**src/rtl/cei_pkg.sv**
```systemverilog
// Shared types, constants and tables for the elliptic integral block.
// Used by cei_dp, cei_ctrl and the top level.
package cei_pkg;

   localparam int MAX_ITER = 8;
   localparam int ITER_W   = $clog2(MAX_ITER + 1);
   localparam int TOL_W    = 8;
   localparam int EK_W     = 48;
   localparam int S_W      = 36;

   localparam logic [31:0] ONE_Q30     = 32'h4000_0000;
   localparam logic [31:0] PI_HALF_Q30 = 32'd1686629713;
   localparam logic [31:0] PI_Q30      = 32'd3373259426;
   localparam logic [31:0] PI_HALF_Q26 = 32'd105414357;
   localparam logic [31:0] ONE_Q26     = 32'd67108864;
   localparam logic [31:0] RES_MAX     = 32'hFFFF_FFFF;
   localparam logic [63:0] ONE_Q60     = 64'h1000_0000_0000_0000;
   localparam logic [TOL_W-1:0] TOL_RESET = 8'd1;

   localparam logic [1:0] FORM_PARAM = 2'd1;
   localparam logic [1:0] FORM_ANGLE = 2'd2;

   localparam logic ACT_K = 1'b0;

   localparam logic [1:0] STAT_VALID  = 2'd0;
   localparam logic [1:0] STAT_INF    = 2'd1;
   localparam logic [1:0] STAT_DOMAIN = 2'd2;

   typedef enum logic [4:0] {
      OP_NONE, OP_LOAD, OP_DECODE, OP_SIN_SQ, OP_SIN_X2, OP_SIN_MUL, OP_SIN_DIV,
      OP_SIN_FIX, OP_SIN_ACC, OP_K_SQ, OP_K_DEC, OP_PARAM, OP_G0_SQRT, OP_G0_SET,
      OP_ITER_PROD, OP_ITER_SQRT, OP_ITER_UPD, OP_FIN_MUL, OP_FIN_DIV, OP_FIN_RES,
      OP_SPECIAL, OP_EMIT
   } op_type;

   typedef enum logic [4:0] {
      ST_IDLE, ST_DECODE, ST_SIN_SQ, ST_SIN_X2, ST_SIN_MUL, ST_SIN_DIV_GO,
      ST_SIN_DIV_WAIT, ST_SIN_ACC, ST_K_SQ, ST_K_DEC, ST_PARAM, ST_CLASSIFY,
      ST_G0_GO, ST_G0_WAIT, ST_ITER_PROD, ST_ITER_GO, ST_ITER_WAIT, ST_ITER_UPD,
      ST_FIN_MUL, ST_FIN_GO, ST_FIN_WAIT, ST_FIN_RES, ST_SPECIAL, ST_OUT
   } state_type;

   typedef struct packed {
      op_type op;
   } cmd_type;

   typedef struct packed {
      logic       zero;
      logic [1:0] form;
      logic       action;
      logic       err;
      logic       unity;
      logic       sqrt_done;
      logic       div_done;
      logic       conv;
      logic       last_iter;
      logic       sin_last;
      logic       out_free;
   } stat_type;

   function automatic logic [7:0] sine_divisor(input logic [2:0] idx);
      logic [7:0] d;
      case (idx)
         3'd1: d = 8'd6;
         3'd2: d = 8'd20;
         3'd3: d = 8'd42;
         3'd4: d = 8'd72;
         3'd5: d = 8'd110;
         3'd6: d = 8'd156;
         3'd7: d = 8'd210;
         default: d = 8'd1;
      endcase
      return d;
   endfunction

   // floor(2^32 / divisor), one low estimate step at most
   function automatic logic [31:0] sine_recip(input logic [2:0] idx);
      logic [31:0] r;
      case (idx)
         3'd1: r = 32'd715827882;
         3'd2: r = 32'd214748364;
         3'd3: r = 32'd102261126;
         3'd4: r = 32'd59652323;
         3'd5: r = 32'd39045157;
         3'd6: r = 32'd27531841;
         3'd7: r = 32'd20452225;
         default: r = 32'hFFFF_FFFF;
      endcase
      return r;
   endfunction

endpackage

```
**src/rtl/cei_ctrl.sv**
```systemverilog
// Sequencer for the elliptic integral datapath: one item at a time.
// Depends on cei_pkg; issues commands to cei_dp and reads its status.
module cei_ctrl (
   input  logic              clock,
   input  logic              reset,
   input  logic              req_tvalid,
   output logic              in_ready,
   input  cei_pkg::stat_type stat,
   output cei_pkg::cmd_type  cmd
);
   cei_pkg::state_type state_ff, state_in;

   always_comb begin
      state_in = state_ff;
      case (state_ff)
         cei_pkg::ST_IDLE: if (req_tvalid) state_in = cei_pkg::ST_DECODE;
         cei_pkg::ST_DECODE: begin
            if (stat.zero) state_in = cei_pkg::ST_SPECIAL;
            else if (stat.form == cei_pkg::FORM_PARAM) state_in = cei_pkg::ST_PARAM;
            else if (stat.form == cei_pkg::FORM_ANGLE) state_in = cei_pkg::ST_SIN_SQ;
            else state_in = cei_pkg::ST_K_SQ;
         end
         cei_pkg::ST_SIN_SQ:     state_in = cei_pkg::ST_SIN_X2;
         cei_pkg::ST_SIN_X2:     state_in = cei_pkg::ST_SIN_MUL;
         cei_pkg::ST_SIN_MUL:    state_in = cei_pkg::ST_SIN_DIV_GO;
         cei_pkg::ST_SIN_DIV_GO: state_in = cei_pkg::ST_SIN_DIV_WAIT;
         cei_pkg::ST_SIN_DIV_WAIT: state_in = cei_pkg::ST_SIN_ACC;
         cei_pkg::ST_SIN_ACC:
            state_in = stat.sin_last ? cei_pkg::ST_K_SQ : cei_pkg::ST_SIN_MUL;
         cei_pkg::ST_K_SQ:       state_in = cei_pkg::ST_K_DEC;
         cei_pkg::ST_K_DEC:      state_in = cei_pkg::ST_CLASSIFY;
         cei_pkg::ST_PARAM:      state_in = cei_pkg::ST_CLASSIFY;
         cei_pkg::ST_CLASSIFY:
            state_in = (stat.err || stat.unity) ? cei_pkg::ST_SPECIAL : cei_pkg::ST_G0_GO;
         cei_pkg::ST_G0_GO:      state_in = cei_pkg::ST_G0_WAIT;
         cei_pkg::ST_G0_WAIT:    if (stat.sqrt_done) state_in = cei_pkg::ST_ITER_PROD;
         cei_pkg::ST_ITER_PROD:  state_in = cei_pkg::ST_ITER_GO;
         cei_pkg::ST_ITER_GO:    state_in = cei_pkg::ST_ITER_WAIT;
         cei_pkg::ST_ITER_WAIT:  if (stat.sqrt_done) state_in = cei_pkg::ST_ITER_UPD;
         cei_pkg::ST_ITER_UPD: begin
            if (stat.conv || stat.last_iter) begin
               state_in = (stat.action == cei_pkg::ACT_K) ? cei_pkg::ST_FIN_GO
                                                          : cei_pkg::ST_FIN_MUL;
            end else begin
               state_in = cei_pkg::ST_ITER_PROD;
            end
         end
         cei_pkg::ST_FIN_MUL:    state_in = cei_pkg::ST_FIN_GO;
         cei_pkg::ST_FIN_GO:     state_in = cei_pkg::ST_FIN_WAIT;
         cei_pkg::ST_FIN_WAIT:   if (stat.div_done) state_in = cei_pkg::ST_FIN_RES;
         cei_pkg::ST_FIN_RES:    state_in = cei_pkg::ST_OUT;
         cei_pkg::ST_SPECIAL:    state_in = cei_pkg::ST_OUT;
         cei_pkg::ST_OUT:        if (stat.out_free) state_in = cei_pkg::ST_IDLE;
         default:                state_in = cei_pkg::ST_IDLE;
      endcase
   end

   always_comb begin
      in_ready = 1'b0;
      cmd.op   = cei_pkg::OP_NONE;
      case (state_ff)
         cei_pkg::ST_IDLE: begin
            in_ready = 1'b1;
            if (req_tvalid) cmd.op = cei_pkg::OP_LOAD;
         end
         cei_pkg::ST_DECODE:     cmd.op = cei_pkg::OP_DECODE;
         cei_pkg::ST_SIN_SQ:     cmd.op = cei_pkg::OP_SIN_SQ;
         cei_pkg::ST_SIN_X2:     cmd.op = cei_pkg::OP_SIN_X2;
         cei_pkg::ST_SIN_MUL:    cmd.op = cei_pkg::OP_SIN_MUL;
         cei_pkg::ST_SIN_DIV_GO: cmd.op = cei_pkg::OP_SIN_DIV;
         cei_pkg::ST_SIN_DIV_WAIT: cmd.op = cei_pkg::OP_SIN_FIX;
         cei_pkg::ST_SIN_ACC:    cmd.op = cei_pkg::OP_SIN_ACC;
         cei_pkg::ST_K_SQ:       cmd.op = cei_pkg::OP_K_SQ;
         cei_pkg::ST_K_DEC:      cmd.op = cei_pkg::OP_K_DEC;
         cei_pkg::ST_PARAM:      cmd.op = cei_pkg::OP_PARAM;
         cei_pkg::ST_G0_GO:      cmd.op = cei_pkg::OP_G0_SQRT;
         cei_pkg::ST_G0_WAIT:    if (stat.sqrt_done) cmd.op = cei_pkg::OP_G0_SET;
         cei_pkg::ST_ITER_PROD:  cmd.op = cei_pkg::OP_ITER_PROD;
         cei_pkg::ST_ITER_GO:    cmd.op = cei_pkg::OP_ITER_SQRT;
         cei_pkg::ST_ITER_UPD:   cmd.op = cei_pkg::OP_ITER_UPD;
         cei_pkg::ST_FIN_MUL:    cmd.op = cei_pkg::OP_FIN_MUL;
         cei_pkg::ST_FIN_GO:     cmd.op = cei_pkg::OP_FIN_DIV;
         cei_pkg::ST_FIN_RES:    cmd.op = cei_pkg::OP_FIN_RES;
         cei_pkg::ST_SPECIAL:    cmd.op = cei_pkg::OP_SPECIAL;
         cei_pkg::ST_OUT:        if (stat.out_free) cmd.op = cei_pkg::OP_EMIT;
         default:                cmd.op = cei_pkg::OP_NONE;
      endcase
   end

   always_ff @(posedge clock) begin
      if (reset) state_ff <= cei_pkg::ST_IDLE;
      else       state_ff <= state_in;
   end
endmodule

```
**config.mk**
```make
export PLATFORM = sky130hd
export DESIGN_NAME = cei_ctrl
export DESIGN_NICKNAME = d
export VERILOG_FILES = /design/src/rtl/cei_pkg.sv /design/src/rtl/cei_ctrl.sv
export SDC_FILE = /design/constraint.sdc
export NUM_CORES = 1
export LEC_CHECK = 0
export ABC_AREA = 1
export BUFFER_PORTS_ARGS = -buffer_cell sky130_fd_sc_hd__buf_2
export CAP_MARGIN = 20
export CORE_MARGIN = 1
export CORE_UTILIZATION = 40
export CTS_CLUSTER_SIZE = 16
export DETAILED_ROUTE_END_ITERATION = 16
export HOLD_SLACK_MARGIN = 0.15
export SYNTH_ARGS = -nofsm -noshare
export SYNTH_HDL_FRONTEND = slang
export SYNTH_SLANG_ARGS = --single-unit
```
**constraint.sdc**
```tcl
create_clock -name clock -period 1.63 [get_ports clock]
set_clock_uncertainty 0.05 [all_clocks]
set_input_delay 0.2445 -clock clock [delete_from_list [all_inputs] [get_ports clock]]
set_output_delay 0.2445 -clock clock [all_outputs]
set_load 0.02 [all_outputs]
```
# == After elaboration in Yosys (flattened, before gate mapping) ==
# Index checks and enable logic that the tools add are counted.
# word_totals
inputBits,15
word_cells,55
regBits,5
# op_classes
n_eq_ne,30
n_mux,18
n_reduce_logical,6
# op_table
cell,count
$pmux W5 S22,1
$pmux W5 S21,1
$mux W5,9
$eq A5 B4 Y1 const B,8
$eq A5 B5 Y1 const B,8
$eq A5 B3 Y1 const B,4
$mux W4,4
$eq A5 B2 Y1 const B,2
$ne A2 B2 Y1 const B,5
$eq A5 B1 Y1 const B,1
$logic_not A5 Y1,1
$reduce_and A5 Y1,1
$reduce_or A2 Y1,2
$mux W1,3
$eq A2 B1 Y1 const B,1
$eq A2 B2 Y1 const B,1
$logic_or A1 B1 Y1,2

# == Longest topological paths before layout ==
# Gate-level depths: netlist (run 1).
# depth
word_depth,5
ltp_mapped,11

# == Worst setup path after synthesis (run 1) ==
# OpenSTA, ideal clock, no wires.
# synth_path
kind,register to output
startpoint,register state_ff[0]
endpoint,output port cmd[0] in the netlist's numbering
n_path_buf,1
slack_ns,0.042
stages_incl_launch_ff,9
arrival_time_ns,1.294
cell_sequence,dfxtp_1 > buf_2 > nor2_2 > nand2_2 > nor2_2 > nand2_1 > nand2_1 > nor3b_1 > o2111ai_1
# synth_lines
element,line_no,text
start: declaration,cei_ctrl.sv:11,"cei_pkg::state_type state_ff, state_in;"
start signal: assignment,cei_ctrl.sv:91,if (reset) state_ff <= cei_pkg::ST_IDLE;
start signal: assignment,cei_ctrl.sv:92,else state_ff <= state_in;
end: declaration,cei_ctrl.sv:9,output cei_pkg::cmd_type cmd

==> results of run 1 <==
[how the worst max path moves through the flow]
| stage | startpoint | to | slack, ns | cells past startpoint |
|---|---|---|---|---|
| detailed placement | state_ff[2] | cmd[1] | -0.01 | 8 |
| finish | state_ff[0] | cmd[0] | -0.11 | 6 |
| global route | state_ff[0] | cmd[0] | -0.17 | 6 |
| CTS | state_ff[0] | cmd[4] | -0.11 | 6 |
| global placement | state_ff[2] | cmd[4] | -0.01 | 8 |
| floorplan | state_ff[0] | cmd[0] | 0.04 | 8 |
[cell type report]
| cell class | instances | area (µm²) |
|---|---|---|
| flip-flops and latches | 5 | 119 |
| repair buffers | 50 | 369 |
| multi-input cells | 125 | 737 |
| well taps | 25 | 31.3 |
| clock buffers | 4 | 26.3 |
| inverters | 16 | 67.6 |
| fillers | 151 | 433 |
[critical path, stage by stage (launching register included)]
cell and delay (ns):
dfxtp_4 0.39, inv_4 0.05, buf_6 0.11, nand4_1 0.17
nor3b_2 0.19, o2111ai_1 0.13, buf_4 0.18
[per-layer routing]
metal  wire, µm  up-vias  share of wire [%]  track usage [%]
met5          0        -                  0                0
met4         59        0                1.9             10.6
met2       1670       56                 53             59.2
met3        186        6                5.9             3.14
met1       1220      562                 39             35.6
li1           -      594                  -                -
[kinds of logic after synthesis]
family / after synthesis
and+or+nand+nor: 106
adders and majority gates: 1
AOI/OAI and AO/OA: 18
buffers and inverters: 19
DFF: 5
[through the flow]
stage / hold WS (ns) / total power, mW / instance area (µm²) / setup slack (ns)
after floorplan: 0.264 / 1.36 / 782 / 0.0418
after global placement: 0.432 / 2.07 / 1060 / -0.0101
after detailed placement: 0.436 / 2.07 / 1060 / -0.0102
after CTS: 0.181 / 2.64 / 1260 / -0.106
after global routing: 0.197 / 3.15 / 1350 / -0.174
final: 0.189 / 2.96 / 1350 / -0.114
[cell usage in the layout, fill, tap and decap left out]
cell / Yosys / layout
or2_2: 1 / 1
buf_12: 0 / 1
inv_4: 0 / 3
buf_2: 2 / 15
nor3b_2: 0 / 1
o2111ai_1: 1 / 1
nor2_4: 0 / 4
a31oi_4: 0 / 1
a21oi_2: 0 / 3
buf_6: 1 / 5
nand3_1: 13 / 11
nand2_1: 45 / 35
a21oi_1: 7 / 4
nor3_1: 4 / 3
a22oi_1: 1 / 1
nand3_2: 0 / 2
clkbuf_1: 0 / 1
nand2_2: 4 / 10
dfxtp_4: 0 / 5
a211oi_2: 0 / 1
o21ai_0: 6 / 2
ha_1: 1 / 1
nor3b_1: 2 / 1
o21ai_2: 1 / 3
inv_2: 4 / 4
o21ai_1: 0 / 2
nor2_2: 4 / 5
nor2_1: 23 / 18
clkbuf_4: 0 / 3
nand4_1: 5 / 5
nor3_2: 0 / 1
buf_4: 0 / 29
inv_1: 12 / 9
nand2_4: 1 / 5
nand3b_1: 4 / 4
[power by group through the flow]
| stage | combinational (mW) | sequential, mW | clock [mW] |
|---|---|---|---|
| after floorplan | 1.14 | 0.219 | 0 |
| after CTS | 2.18 | 0.319 | 0.141 |
| after detailed placement | 1.80 | 0.272 | 0 |
| final | 2.49 | 0.337 | 0.136 |
| after global placement | 1.80 | 0.271 | 0 |
| after global routing | 2.65 | 0.345 | 0.150 |
[repair_timing]
action                                  in CTS  in global routing
pin swaps                                   10                 12
resized for setup                           38                 27
setup buffers                                7                  2
cloned                                       0                  0
endpoints found under the setup margin       5                 10
==> results.txt, run 1 <==
----------------------------------------------------
[CTS]
  Master cell of the clock root buffer ... clkbuf_4
  Clock tree sinks ... 5
  Number of buffers inserted for hold repair after clock tree synthesis ... 0
  Clock tree buffer depth ... 2
  Worst skew pair latency ... 0.24 ns
  TritonCTS clock tree ... built
  TritonCTS Buffers ... 3
  H-Tree Level Count ... 1
  Clock slew at the register clock pins of the worst setup and hold paths ... 0.04 ns

[Power]
  Cell leakage power ... about 0.71 nW
  Net switching power of the design ... about 1.5 mW
  Power per unit of standard cell area ... ~2200 nW/µm²
  IR Drop Worst-Case VDD ... about 1.3 mV
  Clk network pwr share ... between 4 and 5%
  Share of total power consumed by net switching ... between 50% and 60%
  Part of the power in combinational logic ... between 80% and 90%
  Cell Int Power ... approximately 1.4 mW
  Fraction of power consumed by sequential logic ... between 10% and 20%

[Global route]
  Number of antenna violations at the first check in global routing ... 0
  Vias in the first global route ... between 1000 and 1500
  Overflow left after global routing ... 0
  Largest net degree at the start of global routing ... 7
  Total routing resource utilization after global routing ... a little under a third
  First-pass GRT wire length ... between 4000 and 5000 µm

[Yosys]
  Number of distinct library cells after synthesis ... 24
  Netlist area before placement ... between 700 and 800 µm²
  Synth top area cells ... nand2_1 (22%), dfxtp_1 (13%), nor2_1 (11%)
  Dominant combinational cell family by area after synthesis ... simple AND/OR/NAND/NOR gates
  Synth Warn # ... 0
  Post-synth top cells ... nand2_1 (45), nor2_1 (23), nand3_1 (13)
  Number of flops mapped to enable cells by yosys ... 0
  Post-synthesis xor/xnor area fraction ... 0%
  Net count after synthesis ... roughly 170
  Simple-gate share of the synthesized area ... roughly 62%
  Post-Syn Area per Cell ... approximately 5.2 µm²
  Adder-Cell Fraction of Synth Area ... around 1.6%
  Post-synthesis cell count ... approximately 150
  Flops & latches, synth ... 5
  Seq/Total Area, Yosys ... between 10% and 20%
  Fraction of synthesized cell area taken by the top area cell type ... a little over a fifth
  Async set-reset flop share out of synthesis ... 0%
  Dominant register cell in the synthesized netlist ... dfxtp_1
  Most frequently used cell type in the post-synthesis netlist ... nand2_1
  Largest area contributor in the synthesized netlist ... nand2_1
  Multiplexer share of the synthesized area ... 0%
  Synth Area in Compound Gates ... 13.3%

[Timing]
  Max-slew headroom ... a little over 80%
  Hold violation count in the final report ... 0
  Finish-stage setup viols ... 5
  Fraction of the cycle the final worst path needs ... 107%
  Actual transition at the worst max-transition pin ... about 0.27 ns
  RSZ-0062 raised after global routing ... true
  Final Critical Period ... ~1.7 ns
  Number of slew-limit violations in the final report ... 0
  Final total negative setup slack ... -0.429 ns
  Upper clock frequency limit ... 0.573 GHz
  Smallest setup slack after layout ... -0.114 ns

[Route]
  Antenna Nets Post-Route ... 0
  Final Routed Wirelength ... ~3100 µm
  Total number of vias ... 1218
  First-pass iteration count of the detailed router ... 4
  Avg WL per Cell ... between 10 and 15 µm
  DRC violation count after routing ... 0
  Via density per instance ... around 5.4
  Detailed router's first-iteration violation count ... slightly below 80

[Die]
  Initial core utilization ... 43.9%
  Chip height ... 46.2 µm
  Total die area ... between 2000 and 2500 µm²
  Chip width ... about 46 µm
  Number of placed I/O pins ... 21
  Row count ... 15
  Standard cell core area ... 1780 µm²

[Place]
  Gpl congestion ... 1.04
  Number of buffers added on ports ... 20
  Total placed cells including tap cells ... 212
  Detailed-placement wirelength estimate ... between 2000 and 2500 µm

[Worst setup path]
  Critical path start-end classification ... reg2out
  Launch instance of the worst register-to-register path ... state_ff[0]
  Data required time at the worst endpoint ... between 1 and 1.5 ns
  Crit path max fanout ... 5
  Logic depth of the worst register-to-register path ... 12
  Kind of capture point of the worst setup path ... output port
  Reg-to-reg endpoint ... state_ff[1]
  Critical path startpoint category ... flip-flop
  Reg-to-reg setup timing slack ... 0.06 ns
  CP arrival ... about 1.5 ns

[Hold path]
  Hold EP ... state_ff[0]
  Count of cells along the worst hold path ... 2
  Hold path startpoint ... reset
  Class of the tightest hold or removal check ... in2reg

[Cells and area]
  Number of nets in the layout ... roughly 220
  Cell Count, Final, Fillers Out ... 225
  Fraction of final layout cells sized beyond drive strength 1 ... about half
  Registers with the most flip-flops ... state_ff (5)
  Largest register by flop count ... state_ff
  Final core utilization ... between 70% and 80%
  Area overhead of the layout relative to synthesis ... 72.6%
  Max reg flops ... 5
  Number of diodes ... 0

[Run]
  MaxCap Viol Count ... 0

[Status]
  Outcome ... complete, but fails checks
  Violations in the final reports ... setup timing

----------------------------------------------------
No activity file was read; power rests on OpenSTA's default activity.
==> run 2, diff against run 1 <==
- GPL_TIMING_DRIVEN: default -> 0
==> results.txt, run 2 (same netlist as run 1, synthesis figures left out) <==
----------------------------------------------------
[Route]
  Final Routed Wirelength ... between 3000 and 4000 µm
  First-pass iteration count of the detailed router ... 4
  Avg WL per Cell ... ~14 µm
  Antenna Nets Post-Route ... 0
  DRC violation count after routing ... 0
  Via density per instance ... 5.55
  Total number of vias ... roughly 1200
  Detailed router's first-iteration violation count ... 56

[CTS]
  Master cell of the clock root buffer ... clkbuf_4
  Clock slew at the register clock pins of the worst setup and hold paths ... around 0.040 ns
  TritonCTS Buffers ... 3
  H-Tree Level Count ... 1
  Clock tree buffer depth ... 2
  Clock tree sinks ... 5
  Worst skew pair latency ... about 0.24 ns
  TritonCTS clock tree ... built

[Cells and area]
  Number of diodes ... 0
  Largest register by flop count ... state_ff
  Area of combinational cells with multiple inputs ... 749 µm²
  Final core utilization ... 75.0%
  Number of filler instances in the final layout ... 137
  Area of all sequential standard cells ... between 100 and 150 µm²
  Final non-filler cell area ... 1340 µm²
  Commonest non-fill, non-tap cells in the layout ... nand2_1 (39), buf_4 (27), nor2_1 (17), buf_2 (15), nand3_1 (11)
  Max reg flops ... 5
  Area overhead of the layout relative to synthesis ... 71.0%
  Commonest non-fill, non-tap cell in the layout ... nand2_1
  Registers with the most flip-flops ... state_ff (5)
  Number of nets in the layout ... ~210
  Fraction of final layout cells sized beyond drive strength 1 ... slightly below 50%

[Timing]
  Worst Hold Slack ... ~0.18 ns
  Smallest setup slack after layout ... -0.196 ns
  Fraction of the cycle the final worst path needs ... 112%
  Actual transition at the worst max-transition pin ... between 0.3 and 0.4 ns
  Final Critical Period ... 1.83 ns
  Max-slew headroom ... between 70% and 80%
  Hold violation count in the final report ... 0
  Upper clock frequency limit ... roughly 0.55 GHz
  Finish-stage setup viols ... 8
  Number of slew-limit violations in the final report ... 0
  RSZ-0062 raised after global routing ... true

[Worst setup path]
  Critical path startpoint category ... flip-flop
  Critical path start-end classification ... reg2out
  CP arrival ... between 1.5 and 2 ns
  Kind of capture point of the worst setup path ... output port
  Data required time at the worst endpoint ... about 1.3 ns
  Crit path max fanout ... 8

[Power]
  Fraction of power consumed by sequential logic ... under 10%
  Part of the power in combinational logic ... between 80% and 90%
  Power per unit of standard cell area ... 2280 nW/µm²
  IR Drop Worst-Case VDD ... about 1.7 mV
  Share of total power consumed by net switching ... between 50% and 60%
  Net switching power of the design ... about 1.6 mW
  Cell Int Power ... between 1 and 1.5 mW
  Cell leakage power ... between 0.7 and 0.8 nW
  Clk network pwr share ... under 10%

[Die]
  Number of placed I/O pins ... 21
  Chip width ... roughly 46 µm
  Initial core utilization ... 43.9%
  Standard cell core area ... around 1800 µm²
  Chip height ... ~46 µm
  Row count ... 15
  Total die area ... 2140 µm²

[Global route]
  Largest net degree at the start of global routing ... 9
  Total routing resource utilization after global routing ... roughly 29%
  First-pass GRT wire length ... approximately 4400 µm
  Number of antenna violations at the first check in global routing ... 0
  Vias in the first global route ... approximately 1100
  Overflow left after global routing ... 0

[Run]
  MaxCap Viol Count ... 0

[Hold path]
  Class of the tightest hold or removal check ... in2reg

[Status]
  Violations in the final reports ... setup timing
  Outcome ... complete, but fails checks

[Place]
  Gpl congestion ... 0.900
  Worst slack at placement ... -0.137 ns
  Detailed-placement wirelength estimate ... ~1900 µm
  Number of buffers added on ports ... 20
  Total placed instance area ... just over 900 µm²

----------------------------------------------------
## run 2: critical path, stage by stage, from the launching register on
cell       delay (ns)
dfxtp_2          0.33
buf_6            0.13
inv_6            0.05
nand2_4          0.11
nor2_4           0.04
nand2_1          0.07
nand2_1          0.08
nor3b_2          0.16
o2111ai_1        0.13
buf_4            0.18
## run 2: layout make-up
cell class                 instances  share of cell area, %
multi-input combinational        125                   56.0
sequential                         5                   8.33
tap                               25                   2.34
inverter                          16                   5.80
clock buffer                       4                   1.96
buffer                             3                   3.09
timing repair buffer              44                   22.5
## run 2: through the flow
step / std cells / power, mW / TNS (ns)
after floorplan: 149 / 1.36 / 0
after global placement: 194 / 1.73 / -0.278
after detailed placement: 194 / 1.74 / -0.331
after CTS: 214 / 2.61 / -0.551
after global routing: 222 / 3.22 / -1.59
final: 222 / 3.05 / -0.725
## run 2: power groups by stage
| stage | Sequential (mW) | Combinational [mW] | Clock, mW |
|---|---|---|---|
| CTS | 0.273 | 2.19 | 0.143 |
| global placement | 0.227 | 1.51 | 0 |
| detailed placement | 0.229 | 1.51 | 0 |
| floorplan | 0.219 | 1.14 | 0 |
| global route | 0.294 | 2.78 | 0.152 |
| finish | 0.291 | 2.62 | 0.138 |
## run 2: repair_timing
action / CTS / global route
pin swaps: 6 / 12
setup buffers: 15 / 9
gates resized for setup: 50 / 20
hold buffers: 0 / 0
cloned: 1 / 0
setup endpoints to repair: 5 / 9
hold endpoints to repair: 0 / 0
## run 2: worst paths after layout
kind | start | to | slack (ns) | cells past startpoint
setup / recovery | state_ff[4] | cmd[0] | -0.20 | 9
hold reg to reg | state_ff[2] | state_ff[2] | 0.56 | 3
hold / removal | reset | state_ff[0] | 0.18 | 2
setup reg to reg | state_ff[2] | state_ff[0] | -0.05 | 12
## run 2: metal layers
metal	GRT usage, %	wire, µm
met3	7.84	274
met2	49.9	1600
met1	32.9	1230
met5	0	0
met4	10.6	89
==> run 3, diff against run 2 <==
- CTS_BUF_LIST: default -> sky130_fd_sc_hd__clkbuf_8
- SKIP_LAST_GASP: default -> 1
==> results.txt, run 3 (same netlist as run 1, synthesis figures left out) <==
----------------------------------------------------
[Worst setup path]
  CP arrival ... about 1.6 ns
  Cell with the biggest individual delay on the critical path ... dfxtp_4
  Logic depth of the worst register-to-register path ... 9
  Reg-to-reg setup timing slack ... ~0.07 ns
  Critical Path, Cell by Cell ... inv_4 > nand2_4 > nor2_4 > nand3_2 > nand2_1 > nor3b_2 > o2111ai_1 > buf_4
  Worst Setup SP ... state_ff[1]
  Critical path start-end classification ... reg2out
  CP endpoint ... cmd[0]
  Crit path max fanout ... 6
  Kind of capture point of the worst setup path ... output port
  Data required time at the worst endpoint ... around 1.3 ns
  Launch instance of the worst register-to-register path ... state_ff[0]
  Buffers & Inverters on Critical Path ... 2
  Reg-to-reg endpoint ... state_ff[3]
  Maximum single-stage delay on the critical path ... slightly above 0.4 ns
  Critical path startpoint category ... flip-flop
  Cell family with most CP delay ... simple AND/OR/NAND/NOR gates
  WP depth ... 8

[Status]
  Outcome ... complete, but fails checks
  Violations in the final reports ... setup timing

[Place]
  Total placed cells including tap cells ... about 190
  Detailed-placement wirelength estimate ... a little under 2000 µm
  Number of buffers added on ports ... 20
  Gpl congestion ... around 0.90

[CTS]
  Clock tree sinks ... 5
  TritonCTS clock tree ... built
  H-Tree Level Count ... 1
  TritonCTS Buffers ... 3
  Master cell of the clock root buffer ... clkbuf_8
  Clock slew at the register clock pins of the worst setup and hold paths ... approximately 0.030 ns
  Worst skew pair latency ... between 0.2 and 0.25 ns
  Clock tree buffer depth ... 2

[Cells and area]
  Number of diodes ... 0
  Commonest non-fill, non-tap cell in the layout ... nand2_1
  Commonest non-fill, non-tap cells in the layout ... nand2_1 (39), buf_4 (22), buf_2 (16), nor2_1 (15), nand3_1 (11)
  Max reg flops ... 5
  Number of nets in the layout ... 211
  Largest register by flop count ... state_ff
  Registers with the most flip-flops ... state_ff (5)
  Cell Count, Final, Fillers Out ... roughly 220
  Area overhead of the layout relative to synthesis ... 77.0%
  Fraction of final layout cells sized beyond drive strength 1 ... around 47%

[Timing]
  Smallest setup slack after layout ... -0.238 ns
  RSZ-0062 raised after global routing ... true
  Final Critical Period ... roughly 1.9 ns
  Actual transition at the worst max-transition pin ... about 0.32 ns
  Finish-stage setup viols ... 5
  Hold violation count in the final report ... 0
  Fraction of the cycle the final worst path needs ... 115%
  Worst Hold Slack ... around 0.21 ns
  Max-slew headroom ... 78.8%
  Upper clock frequency limit ... about 0.54 GHz
  Number of slew-limit violations in the final report ... 0

[Die]
  Total die area ... 2140 µm²
  Initial core utilization ... a little over two fifths
  Row count ... 15
  Chip height ... approximately 46 µm
  Standard cell core area ... around 1800 µm²
  Chip width ... 46.2 µm
  Number of placed I/O pins ... 21

[Route]
  Total length of routed met3 wires ... about 180 µm
  Antenna Nets Post-Route ... 0
  Uppermost layer routed ... met4
  DRC violation count after routing ... 0
  Via density per instance ... 5.67
  Detailed router's first-iteration violation count ... 27
  First-pass iteration count of the detailed router ... 5
  Routed length on met1 ... ~1300 µm
  Final Routed Wirelength ... 3300 µm
  Met2 WL post-DR ... about 1700 µm
  Avg WL per Cell ... 15.1 µm
  Total number of vias ... 1242

[Global route]
  Vias in the first global route ... between 1000 and 1500
  Overflow left after global routing ... 0
  Number of antenna violations at the first check in global routing ... 0
  First-pass GRT wire length ... around 4300 µm
  Total routing resource utilization after global routing ... approximately 29%
  Largest net degree at the start of global routing ... 9

[Power]
  Total power after layout ... 3.20 mW
  Power per unit of standard cell area ... between 2000 and 2500 nW/µm²
  Cell leakage power ... approximately 0.72 nW
  IR Drop Worst-Case VDD ... between 1.5 and 2 mV

[Run]
  MaxCap Viol Count ... 0

[Hold path]
  Class of the tightest hold or removal check ... in2reg

----------------------------------------------------
run 3: worst min path at each step:
| stage | from | slack (ns) | cells after the start | endpoint |
|---|---|---|---|---|
| 2_1_floorplan | reset | 0.26 | 1 | state_ff[0] |
| 3_3_place_gp | reset | 0.43 | 2 | state_ff[2] |
| 3_5_place_dp | reset | 0.43 | 2 | state_ff[2] |
| 4_1_cts | reset | 0.19 | 2 | state_ff[2] |
| 5_1_grt | reset | 0.21 | 2 | state_ff[3] |
| 6_report | reset | 0.21 | 2 | state_ff[4] |
run 3: metrics by stage:
stage | setup TNS (ns) | util, % | worst slack [ns] | area (µm²)
2_1_floorplan | 0 | - | 0.0418 | 782
3_3_place_gp | -0.278 | 51.2 | -0.132 | 913
3_5_place_dp | -0.331 | 51.2 | -0.137 | 913
4_1_cts | -0.487 | 68.0 | -0.135 | 1210
5_1_grt | -0.818 | 77.6 | -0.283 | 1380
6_report | -0.559 | 77.6 | -0.238 | 1380
run 3: metal layers:
metal | vias up | track usage (%)
met2 | 70 | 47.0
met5 | - | 0
met4 | 0 | 15.3
li1 | 583 | -
met3 | 16 | 7.06
met1 | 573 | 33.9
run 3: repair_timing:
action,4_1_cts,5_1_grt
resized for setup,48,32
setup endpoints to repair,5,9
buffers inserted,14,6
pin swaps,6,11
hold endpoints to repair,0,0
hold buffers,0,0
gates cloned,1,0
run 3: power breakdown:
group          internal (mW)  switching, mW  leakage [nW]  total [mW]
combinational           1.13           1.56         0.650        2.68
sequential             0.201         0.0944        0.0436       0.295
clock                  0.161         0.0588        0.0269       0.220
run 3: layout make-up:
type                            count  area [µm²]
Multi-Input combinational cell    125         786
Clock buffer                        3        41.3
Clock inverter                      1        3.75
Sequential cell                     5         111
Tap cell                           25        31.3
Fill cell                         135         399
Inverter                           16        85.1
Timing Repair Buffer               41         279
Buffer                              3        46.3
